$ cat config.mk
export PLATFORM = sky130hd
export DESIGN_NAME = spd_window_mem
export DESIGN_NICKNAME = d
export VERILOG_FILES = /design/src/hdl/spd_window_mem.sv
export SDC_FILE = /design/constraint.sdc
export NUM_CORES = 1
export LEC_CHECK = 0
export BUFFER_PORTS_ARGS = -buffer_cell sky130_fd_sc_hd__buf_2
export CAP_MARGIN = 20
export CORE_MARGIN = 4
export CORE_UTILIZATION = 50
export DETAILED_ROUTE_END_ITERATION = 10
export HOLD_SLACK_MARGIN = 0.15
export PLACE_DENSITY = 0.67
export SLEW_MARGIN = 20
export SYNTH_ARGS = -nofsm -noshare
export SYNTH_HDL_FRONTEND = slang
export SYNTH_SLANG_ARGS = --single-unit
$ cat constraint.sdc
create_clock -name clk -period 5.93 [get_ports clk]
set_input_delay 0 -clock clk [delete_from_list [all_inputs] [get_ports clk]]
set_output_delay 0 -clock clk [all_outputs]
set_load 0.01 [all_outputs]
$ cat src/hdl/spd_window_mem.sv
// Window store: one synchronous RAM, one write and one read port, registered read.
// No dependencies.
`timescale 1ns / 1ps

module spd_window_mem #(
  parameter int DEPTH = 16,
  parameter int WIDTH = 36,
  parameter int AW    = 4
) (
  input  logic             clk,
  input  logic             we,
  input  logic [AW-1:0]    waddr,
  input  logic [WIDTH-1:0] wdata,
  input  logic [AW-1:0]    raddr,
  output logic [WIDTH-1:0] rdata
);

  logic [WIDTH-1:0] mem [DEPTH];

  always_ff @(posedge clk) begin
    if (we) begin
      mem[waddr] <= wdata;
    end
    rdata <= mem[raddr];
  end

endmodule

==> results.md <==
- Final worst slack: between 3 and 4 ns
- Number of synthesized register bits: approximately 610
- Final #Nets: 1144
- Hold Fails Final Rpt: 0
- Setup slack, reg-to-reg: 4.59 ns
- Worst reg2reg startpoint: mem[10][0]
- Adder-cell share of the synthesized area: 0%
- Critical path endpoint: mem[12][32]
- DIE HEIGHT: roughly 220 um
- Met1 Track Usage GR: 29.1%
- Total die area: 0.0481 sq mm
- Status: complete, no violations
- Routing usage on met3: 3.14%
- WL per Instance: between 20 and 30 um
- Vias in the first global route: ~11000
- Worst path cell trace: dlygate4sd3_1, buf_2, nand3_1, nor3_4, dlygate4sd3_1, buf_4
- CTS Buf Count: 57
- Input/output buffers: 81
- First-pass GRT wire length: ~70 mm
- Gp weighted congestion: roughly 0.73
- Simple-gate share of the synthesized area: 1.20%
- CP arrival: approximately 2.7 ns
- Crit-path max cell delay: roughly 1.1 ns
- Post-CTS Setup Bufs: 0
- Peak supply drop: 0.212 mV
- Final Skew: 0.00842 ns
- Most Crowded Layer GR: met2
- Area Overhead vs Synth: 15.6%
- Vias: about 10000
- Initial antenna violation count: 3
- Final Total Pwr: ~9 mW
- Core area: ~0.044 sq mm
- Vias/cell: just under 6
- Worst R2R Path Depth: 3
- Crit-path slowest cell: dlygate4sd3_1
- Die span in x: between 200 and 250 um
- Kind of critical path: input pin to register
- DP Area: approximately 0.024 sq mm
- Fmax: between 400 and 500 MHz
- Yosys warnings: 0
- Final setup TNS: 0 ns
- Finished Core Util: between 50% and 60%
- Crit end category: register
- Initial DRC count: 1278
- IO Count: between 80 and 90
- Reg2reg end: rdata[0]
- Mux cell area share after synthesis: between 10% and 20%
- Site row count: 77
- Sink Count: 612
- Clk slew on worst S/H paths: about 0.06 ns
- Max cap viols: 0
- Post-Synth XOR/XNOR Area: 0%
- DRC viols: 0
- Total gr overflow: 0
- Min Hold Slack: approximately 0.19 ns
- Initial Util: between 50% and 60%
- Final worst path period need: 2.46 ns
- DRT Pass-1 Iters: 5
- HPWL Detailed: between 20 and 25 mm
- Mapped Cells: between 900 and 1000
- Slew HR: between 20% and 30%
- RSZ-0062 raised after global routing: no
- Fraction of the cycle the final worst path needs: between 40% and 50%
- CP Data Required Time: 6.21 ns
- Met2 Usage GRT: 31.7%
- Net Count, Synth: between 900 and 1000
- Largest family of logic cells by synthesized area: multiplexers
- Pin count of the biggest net entering global routing: 96
- Final std cells w/o fill: ~1700
- Yosys cell types: 18
- Compound-cell area share of the yosys netlist: 2.42%
- DP Cell Count: 1591
- Critical Path Fanout Max: 10
- Most frequent CP cell: dlygate4sd3_1
- WL final: between 40 and 50 mm
- Pwr Density: around 340 mW/mm^2
- Hold Path Class: input pin to register
- Share of layout cells above drive strength 1: a little under a third
- Post-route cell area: between 0.02 and 0.03 sq mm
- Crit path launch: waddr[2]
- H-tree depth: 2
- Total GRT Usage: around a fifth
- Static leakage: around 8.3 nW
- Maximum clock insertion buffer count: 3
- Worst Setup Start Kind: input pin
- DRT antenna net count: 0
- Final setup fails: 0
- Tightest Pin Transition: around 1.1 ns
- Clock Root Buffer: clkbuf_16
- CTS tree: done
- Final Max Slew Viols: 0
- Pre-CTS setup slack: around 3.3 ns
- Syn avg cell area: between 20 and 25 sq um
- Synth Cell Area: 0.0223 sq mm
- Sequential share of the synthesized area: 80.7%
- Skew-Pair Late Insertion Delay: slightly below 0.6 ns
- Leading cell types in the layout, fill and taps excluded: 576 x edfxtp_1, 144 x mux4_2, 79 x buf_2, 72 x a22oi_1, 57 x clkbuf_16
- Leading cell type in the layout, fill and taps excluded: edfxtp_1
## timing repair
item                                   4_1_cts  5_1_grt
endpoints found under the hold margin      693        0
hold buffers                                40        0
resized for setup                            0        0
## state kept, by name, summed over array words and instances, names as in the netlist
register / count
rdata: 36
mem: 576
## cells in the mapped netlist (all sizes together)
cell	number	share of area, %
edfxtp	576	77
mux4	144	15
a22oi	72	2.4
nand2	37	0.62
dfxtp	36	3.2
buf	26	0.77
clkbuf	21	0.35
nor2	13	0.22
nor3	4	0.090
nand2b	2	0.056
nand3b	2	0.067
nor2b	2	0.056
and2	1	0.028
nand3	1	0.022
or3b	1	0.039
## per-layer routing
metal | routed length (um) | vias up
li1 | - | 4338
met1 | 19700 | 5479
met2 | 22800 | 385
met3 | 3180 | 56
met4 | 866 | 4
met5 | 27 | -
## power breakdown
| part | internal, mW | switching (mW) | total [mW] |
|---|---|---|---|
| Sequential | 4.84 | 0.0300 | 4.87 |
| Clock | 2.09 | 1.48 | 3.57 |
| Combinational | 0.186 | 0.252 | 0.438 |
| Total | 7.11 | 1.76 | 8.87 |
## how the worst min path moves through the flow
stage | to | from | cells past startpoint
4_1_cts | mem[3][15] | waddr[3] | 3
6_report | mem[1][7] | waddr[3] | 3
2_1_floorplan | mem[0][0] | wdata[0] | 0
5_1_grt | mem[1][6] | waddr[3] | 3
3_3_place_gp | mem[2][22] | wdata[22] | 1
3_5_place_dp | mem[0][15] | wdata[15] | 1
## area by class of cell
type / instances / area (sq um)
Antenna cell: 3 / 7.51
Clock buffer: 88 / 1620
Clock inverter: 17 / 208
Fill cell: 3121 / 18400
Multi-Input combinational cell: 279 / 4190
Sequential cell: 612 / 18000
Tap cell: 592 / 741
Timing Repair Buffer: 148 / 1020
## critical path, delay by kind of cell
kind / cells / cell delay, ns
buffers and inverters: 4 / 2.13
and+or+nand+nor: 2 / 0.59
## kinds of logic (layout without fill, tap and decap cells)
logic type	Yosys count	in the layout
AO/OA/AOI/OAI	72	72
buffers and inverters	47	253
flip-flops	612	612
multiplexers	144	144
other	0	3
AND/OR/NAND/NOR	63	63
No activity file was read; power rests on OpenSTA's default activity.
