===== src/hdl/spd_pkg.sv =====
// Package for the sequential access prefetch detector.
// Holds payload and configuration types, register codes and default sizes.
`timescale 1ns / 1ps

package spd_pkg;

  localparam int MAX_WINDOW_DEF = 16;
  localparam int THR_W          = 5;
  localparam int BLK_W          = 32;
  localparam int PADDR_W        = 3;
  localparam int PDATA_W        = 32;

  localparam logic REG_THRESHOLD = 1'b0;
  localparam logic REG_TOTAL     = 1'b1;

  typedef struct packed {
    logic [BLK_W-1:0] block_number;
  } req_item_t;

  typedef struct packed {
    logic             prefetch_valid;
    logic [BLK_W-1:0] prefetch_block;
  } rsp_item_t;

  typedef struct packed {
    logic [THR_W-1:0] window_threshold;
    logic [BLK_W-1:0] total_blocks;
    logic             clear;
  } cfg_t;

endpackage


===== src/hdl/spd_cfg.sv =====
// APB register port: window threshold and total block count.
// Depends on spd_pkg.
`timescale 1ns / 1ps

module spd_cfg (
  input  logic                        clk,
  input  logic                        rst,
  input  logic                        psel,
  input  logic                        penable,
  input  logic                        pwrite,
  input  logic [spd_pkg::PADDR_W-1:0] paddr,
  input  logic [spd_pkg::PDATA_W-1:0] pwdata,
  output logic [spd_pkg::PDATA_W-1:0] prdata,
  output logic                        pready,
  output spd_pkg::cfg_t               cfg
);

  logic                       wr;
  logic                       sel;
  logic [spd_pkg::THR_W-1:0]  threshold;
  logic [spd_pkg::BLK_W-1:0]  total;

  assign pready = 1'b1;
  assign wr     = psel && penable && pwrite;
  assign sel    = paddr[2];

  always_ff @(posedge clk) begin
    if (rst) begin
      threshold <= '0;
      total     <= '0;
    end else if (wr) begin
      if (sel == spd_pkg::REG_THRESHOLD) begin
        threshold <= pwdata[spd_pkg::THR_W-1:0];
      end else begin
        total <= pwdata[spd_pkg::BLK_W-1:0];
      end
    end
  end

  always_comb begin
    if (sel == spd_pkg::REG_THRESHOLD) begin
      prdata = spd_pkg::PDATA_W'(threshold);
    end else begin
      prdata = spd_pkg::PDATA_W'(total);
    end
  end

  assign cfg.window_threshold = threshold;
  assign cfg.total_blocks     = total;
  assign cfg.clear            = wr;

endmodule


===== config.mk =====
export PLATFORM = sky130hd
export DESIGN_NAME = spd_cfg
export DESIGN_NICKNAME = d
export VERILOG_FILES = /design/src/hdl/spd_pkg.sv /design/src/hdl/spd_cfg.sv
export SDC_FILE = /design/constraint.sdc
export NUM_CORES = 1
export LEC_CHECK = 0
export ABC_AREA = 1
export BUFFER_PORTS_ARGS = -buffer_cell sky130_fd_sc_hd__buf_4
export CORE_MARGIN = 5
export CORE_UTILIZATION = 45
export DETAILED_ROUTE_END_ITERATION = 16
export GPL_TIMING_DRIVEN = 0
export PLACE_DENSITY_LB_ADDON = 0.25
export SLEW_MARGIN = 30
export SYNTH_ARGS = -nofsm -noshare
export SYNTH_HDL_FRONTEND = slang
export SYNTH_SLANG_ARGS = --single-unit

===== constraint.sdc =====
create_clock -name clk -period 2.1 [get_ports clk]
set_input_delay 0.21 -clock clk [delete_from_list [all_inputs] [get_ports clk]]
set_output_delay 0.21 -clock clk [all_outputs]
set_load 0.03 [all_outputs]

==> results.md <==
| Quantity | Reported | Unit |
|---|---|---|
| Synth Net Count | 355 | - |
| Share of post-route cells with drive strength above 1 | 30.7 | % |
| Final GP Congestion | 0.779 | - |
| Worst Setup Slack, final | 0.879 | ns |
| Horizontal die dimension | 75.1 | µm |
| Die H | 75.1 | µm |
| First-pass GRT wire length | 8470 | µm |
| Number of library cell types mapped by synthesis | 13 | - |
| Iteration-0 DRC Markers | 81 | - |
| Count of instances resized after the clock tree is built | 0 | - |
| Warning count from the yosys run | 0 | - |
| Routed WL | 5330 | µm |
| Final worst path period share | 58.2 | % |
| Compound-gate portion of the synthesized area | 0 | % |
| Max capacitance violation total | 0 | - |
| Post-synthesis area per instance | 6.05 | µm² |
| # Post-CTS Setup Buffers | 0 | - |
| Worst skew pair latency | 0.29 | ns |
| Synth top area cells | dfxtp_1, nand2_1, nor2_1, inv_1, nand3_1 | - |
| Clock-pin slew reported for the worst setup and hold paths after clock tree synthesis | 0.07 | ns |
| Area fraction of the dominant cell type after synthesis | 38.8 | % |
| Share of cell area taken by muxes after synthesis | 0 | % |
| Final Hold Violating Endpoints | 0 | - |
| CORE AREA | 4060 | µm² |
| Count leader, synth | nand2_1 | - |
| Clock tree from TritonCTS | built | - |
| Combinational family with the most area after synthesis | simple AND/OR/NAND/NOR gates | - |
| Total power density per cell area | 548 | nW/µm² |
| Synthesis-stage register bit count | 37 | - |
| Dominant cell type by area after synthesis | dfxtp_1 | - |
| Buf/Inv on CP | 4 | - |
| Top cells by instance count after synthesis | nand2_1, nor2_1, inv_1, nand3_1, dfxtp_1 | - |
| Worst setup slack before clock tree synthesis | 0.860 | ns |
| Element type at the critical path end | primary output | - |
| Grt total ovfl | 0 | - |
| Leakage component of the power | 1.75 | nW |
| CTS Root Cell | clkbuf_8 | - |
| GRT Overall Usage | 19.4 | % |
| Ports placed on the boundary | 111 | - |
| Ant diodes | 0 | - |
| Row Count | 23 | - |
| RSZ-0062 raised after global routing | no | - |
| Cell family with most CP delay | buffers and inverters | - |
| Pins Over Slew Limit | 0 | - |
| Slowest-stage cell, CP | buf_2 | - |
| Vias in the first global route | 1949 | - |
| R2r setup slk | 1.50 | ns |
| Initial core utilization | 47.0 | % |
| Cell count after synthesis | 315 | - |
| Maximum number of pins on one net before global-route repair | 11 | - |
| Post-detail-place hpwl | 4170 | µm |
| Post-synthesis sequential area ratio | 38.8 | % |
| Timing-limited maximum frequency | 819 | MHz |
| Largest fanout on the critical path | 10 | - |
| Outcome | finished, final reports clean | - |
| Share of flip-flops with an asynchronous set or reset after synthesis | 0 | % |
| Total standard cell area after synthesis | 1910 | µm² |
| Critical Path RT | 1.89 | ns |
| Post-Route Setup TNS | 0 | ns |
| Cell occurring most often along the worst timing path | buf_4 | - |
| Startpoint-to-endpoint class of the critical path | in2out | - |
| Drt wl/cell | 11.1 | µm |
| Final setup violating endpoints | 0 | - |
| Post-Synth Simple-Gate Area | 41.4 | % |
| Maximum clock path buffer count | 2 | - |
| CP Data Arrival Time | 1.01 | ns |
| Area share of fa/ha/maj cells after synthesis | 0 | % |
| CP Launch Type | input pin | - |
| Final-layout fill cell count | 386 | - |
| Number of buffers added by the clock tree synthesis step | 5 | - |
| H-tree depth | 2 | - |
| Number of I/O port buffers | 107 | - |
| Cts-stage hold buffer count | 0 | - |
| Classification of the worst-slack hold path | in2reg | - |
| WHS | 0.223 | ns |
| Remaining routing DRC violations | 0 | - |
| Number of detailed-routing iterations run before antenna repair | 4 | - |
| Clock sink count | 37 | - |
| Number of antenna violations at the first check in global routing | 0 | - |
| Number of nets at the end of the flow | 469 | - |
| Die Outline Area | 5640 | µm² |
| Layout-stage area growth over the synthesis result | 49.6 | % |
| Number of enable-type register cells in the synthesized netlist | 0 | - |
| Area share of xor/xnor cells in the synthesized design | 0 | % |
| Number of vias per cell after detailed routing | 4.48 | - |
| Remaining number of nets flagged by the antenna check after routing | 0 | - |
| Max stage delay on crit path | 0.26 | ns |
| Routed via count | 2151 | - |
| Cell chain of the critical path | buf_4 > buf_4 > buf_2 > nand2_1 > nand2_1 > buf_4 | - |
| Clock period minus worst slack | 1.22 | ns |
| Max Clock Skew | 0 | ns |
| IR drop worst, VDD | 0.253 | mV |
| Prevailing post-synth register cell | dfxtp_1 | - |
registers in the layout, indices dropped and copies added (netlist names):
register,cells
total,32
threshold,5
layout make-up:
cell class / instances / area, µm² / share of cell area [%]
repair buffers: 107 / 803 / 28.2
multi-input cells: 196 / 793 / 27.8
flip-flops and latches: 37 / 741 / 26.0
inverters: 62 / 233 / 8.16
plain buffers: 20 / 140 / 4.91
clock buffers: 8 / 80.1 / 2.81
well taps: 50 / 62.6 / 2.19
final timing paths:
path	from	end	depth (start not counted)
min	rst	threshold[2]	4
max reg2reg	total[14]	total[14]	2
max	paddr[2]	prdata[3]	6
min reg2reg	total[29]	total[29]	2
placed cells by master, fill, tap and decap left out:
master,instances
clkbuf_1,3
nand3_1,38
buf_1,4
inv_2,2
buf_2,7
nand2_1,80
conb_1,1
dfxtp_1,37
buf_6,6
nor2_4,1
nor2_1,75
clkbuf_8,5
nor2_2,1
inv_1,60
buf_4,110
worst min-delay path: stages:
cell,delay (ns)
buf_4,0.08
inv_2,0.07
nand2_1,0.08
nor2_1,0.03
where the power goes:
group | switching [mW] | total [mW] | internal [mW]
sequential | 0.0181 | 0.745 | 0.726
combinational | 0.201 | 0.345 | 0.144
clock | 0.239 | 0.475 | 0.236
total | 0.459 | 1.56 | 1.11
routing by layer:
layer,up-vias,part of all wire [%],GRT usage [%],routed length [µm]
met4,0,1.1,5.53,57
met5,-,0,0,0
met3,7,11,7.08,608
met1,931,38,21.1,2010
li1,1131,-,-,-
met2,82,50,35.1,2650
per-stage QoR:
stage          power [mW]  util [%]  instances  cell area (µm²)
3_5_place_dp         1.11      68.3        472             2770
4_1_cts              1.58      70.3        480             2850
5_1_grt              1.64      70.3        480             2850
6_report             1.56      70.3        480             2850
2_1_floorplan       0.963         -        315             1910
3_3_place_gp         1.10      68.3        472             2770
kinds of logic after synthesis:
group                  count (synthesis)
buffers and inverters                 82
DFF                                   37
other                                  1
and+or+nand+nor                      195
No activity file was read; power rests on OpenSTA's default activity.
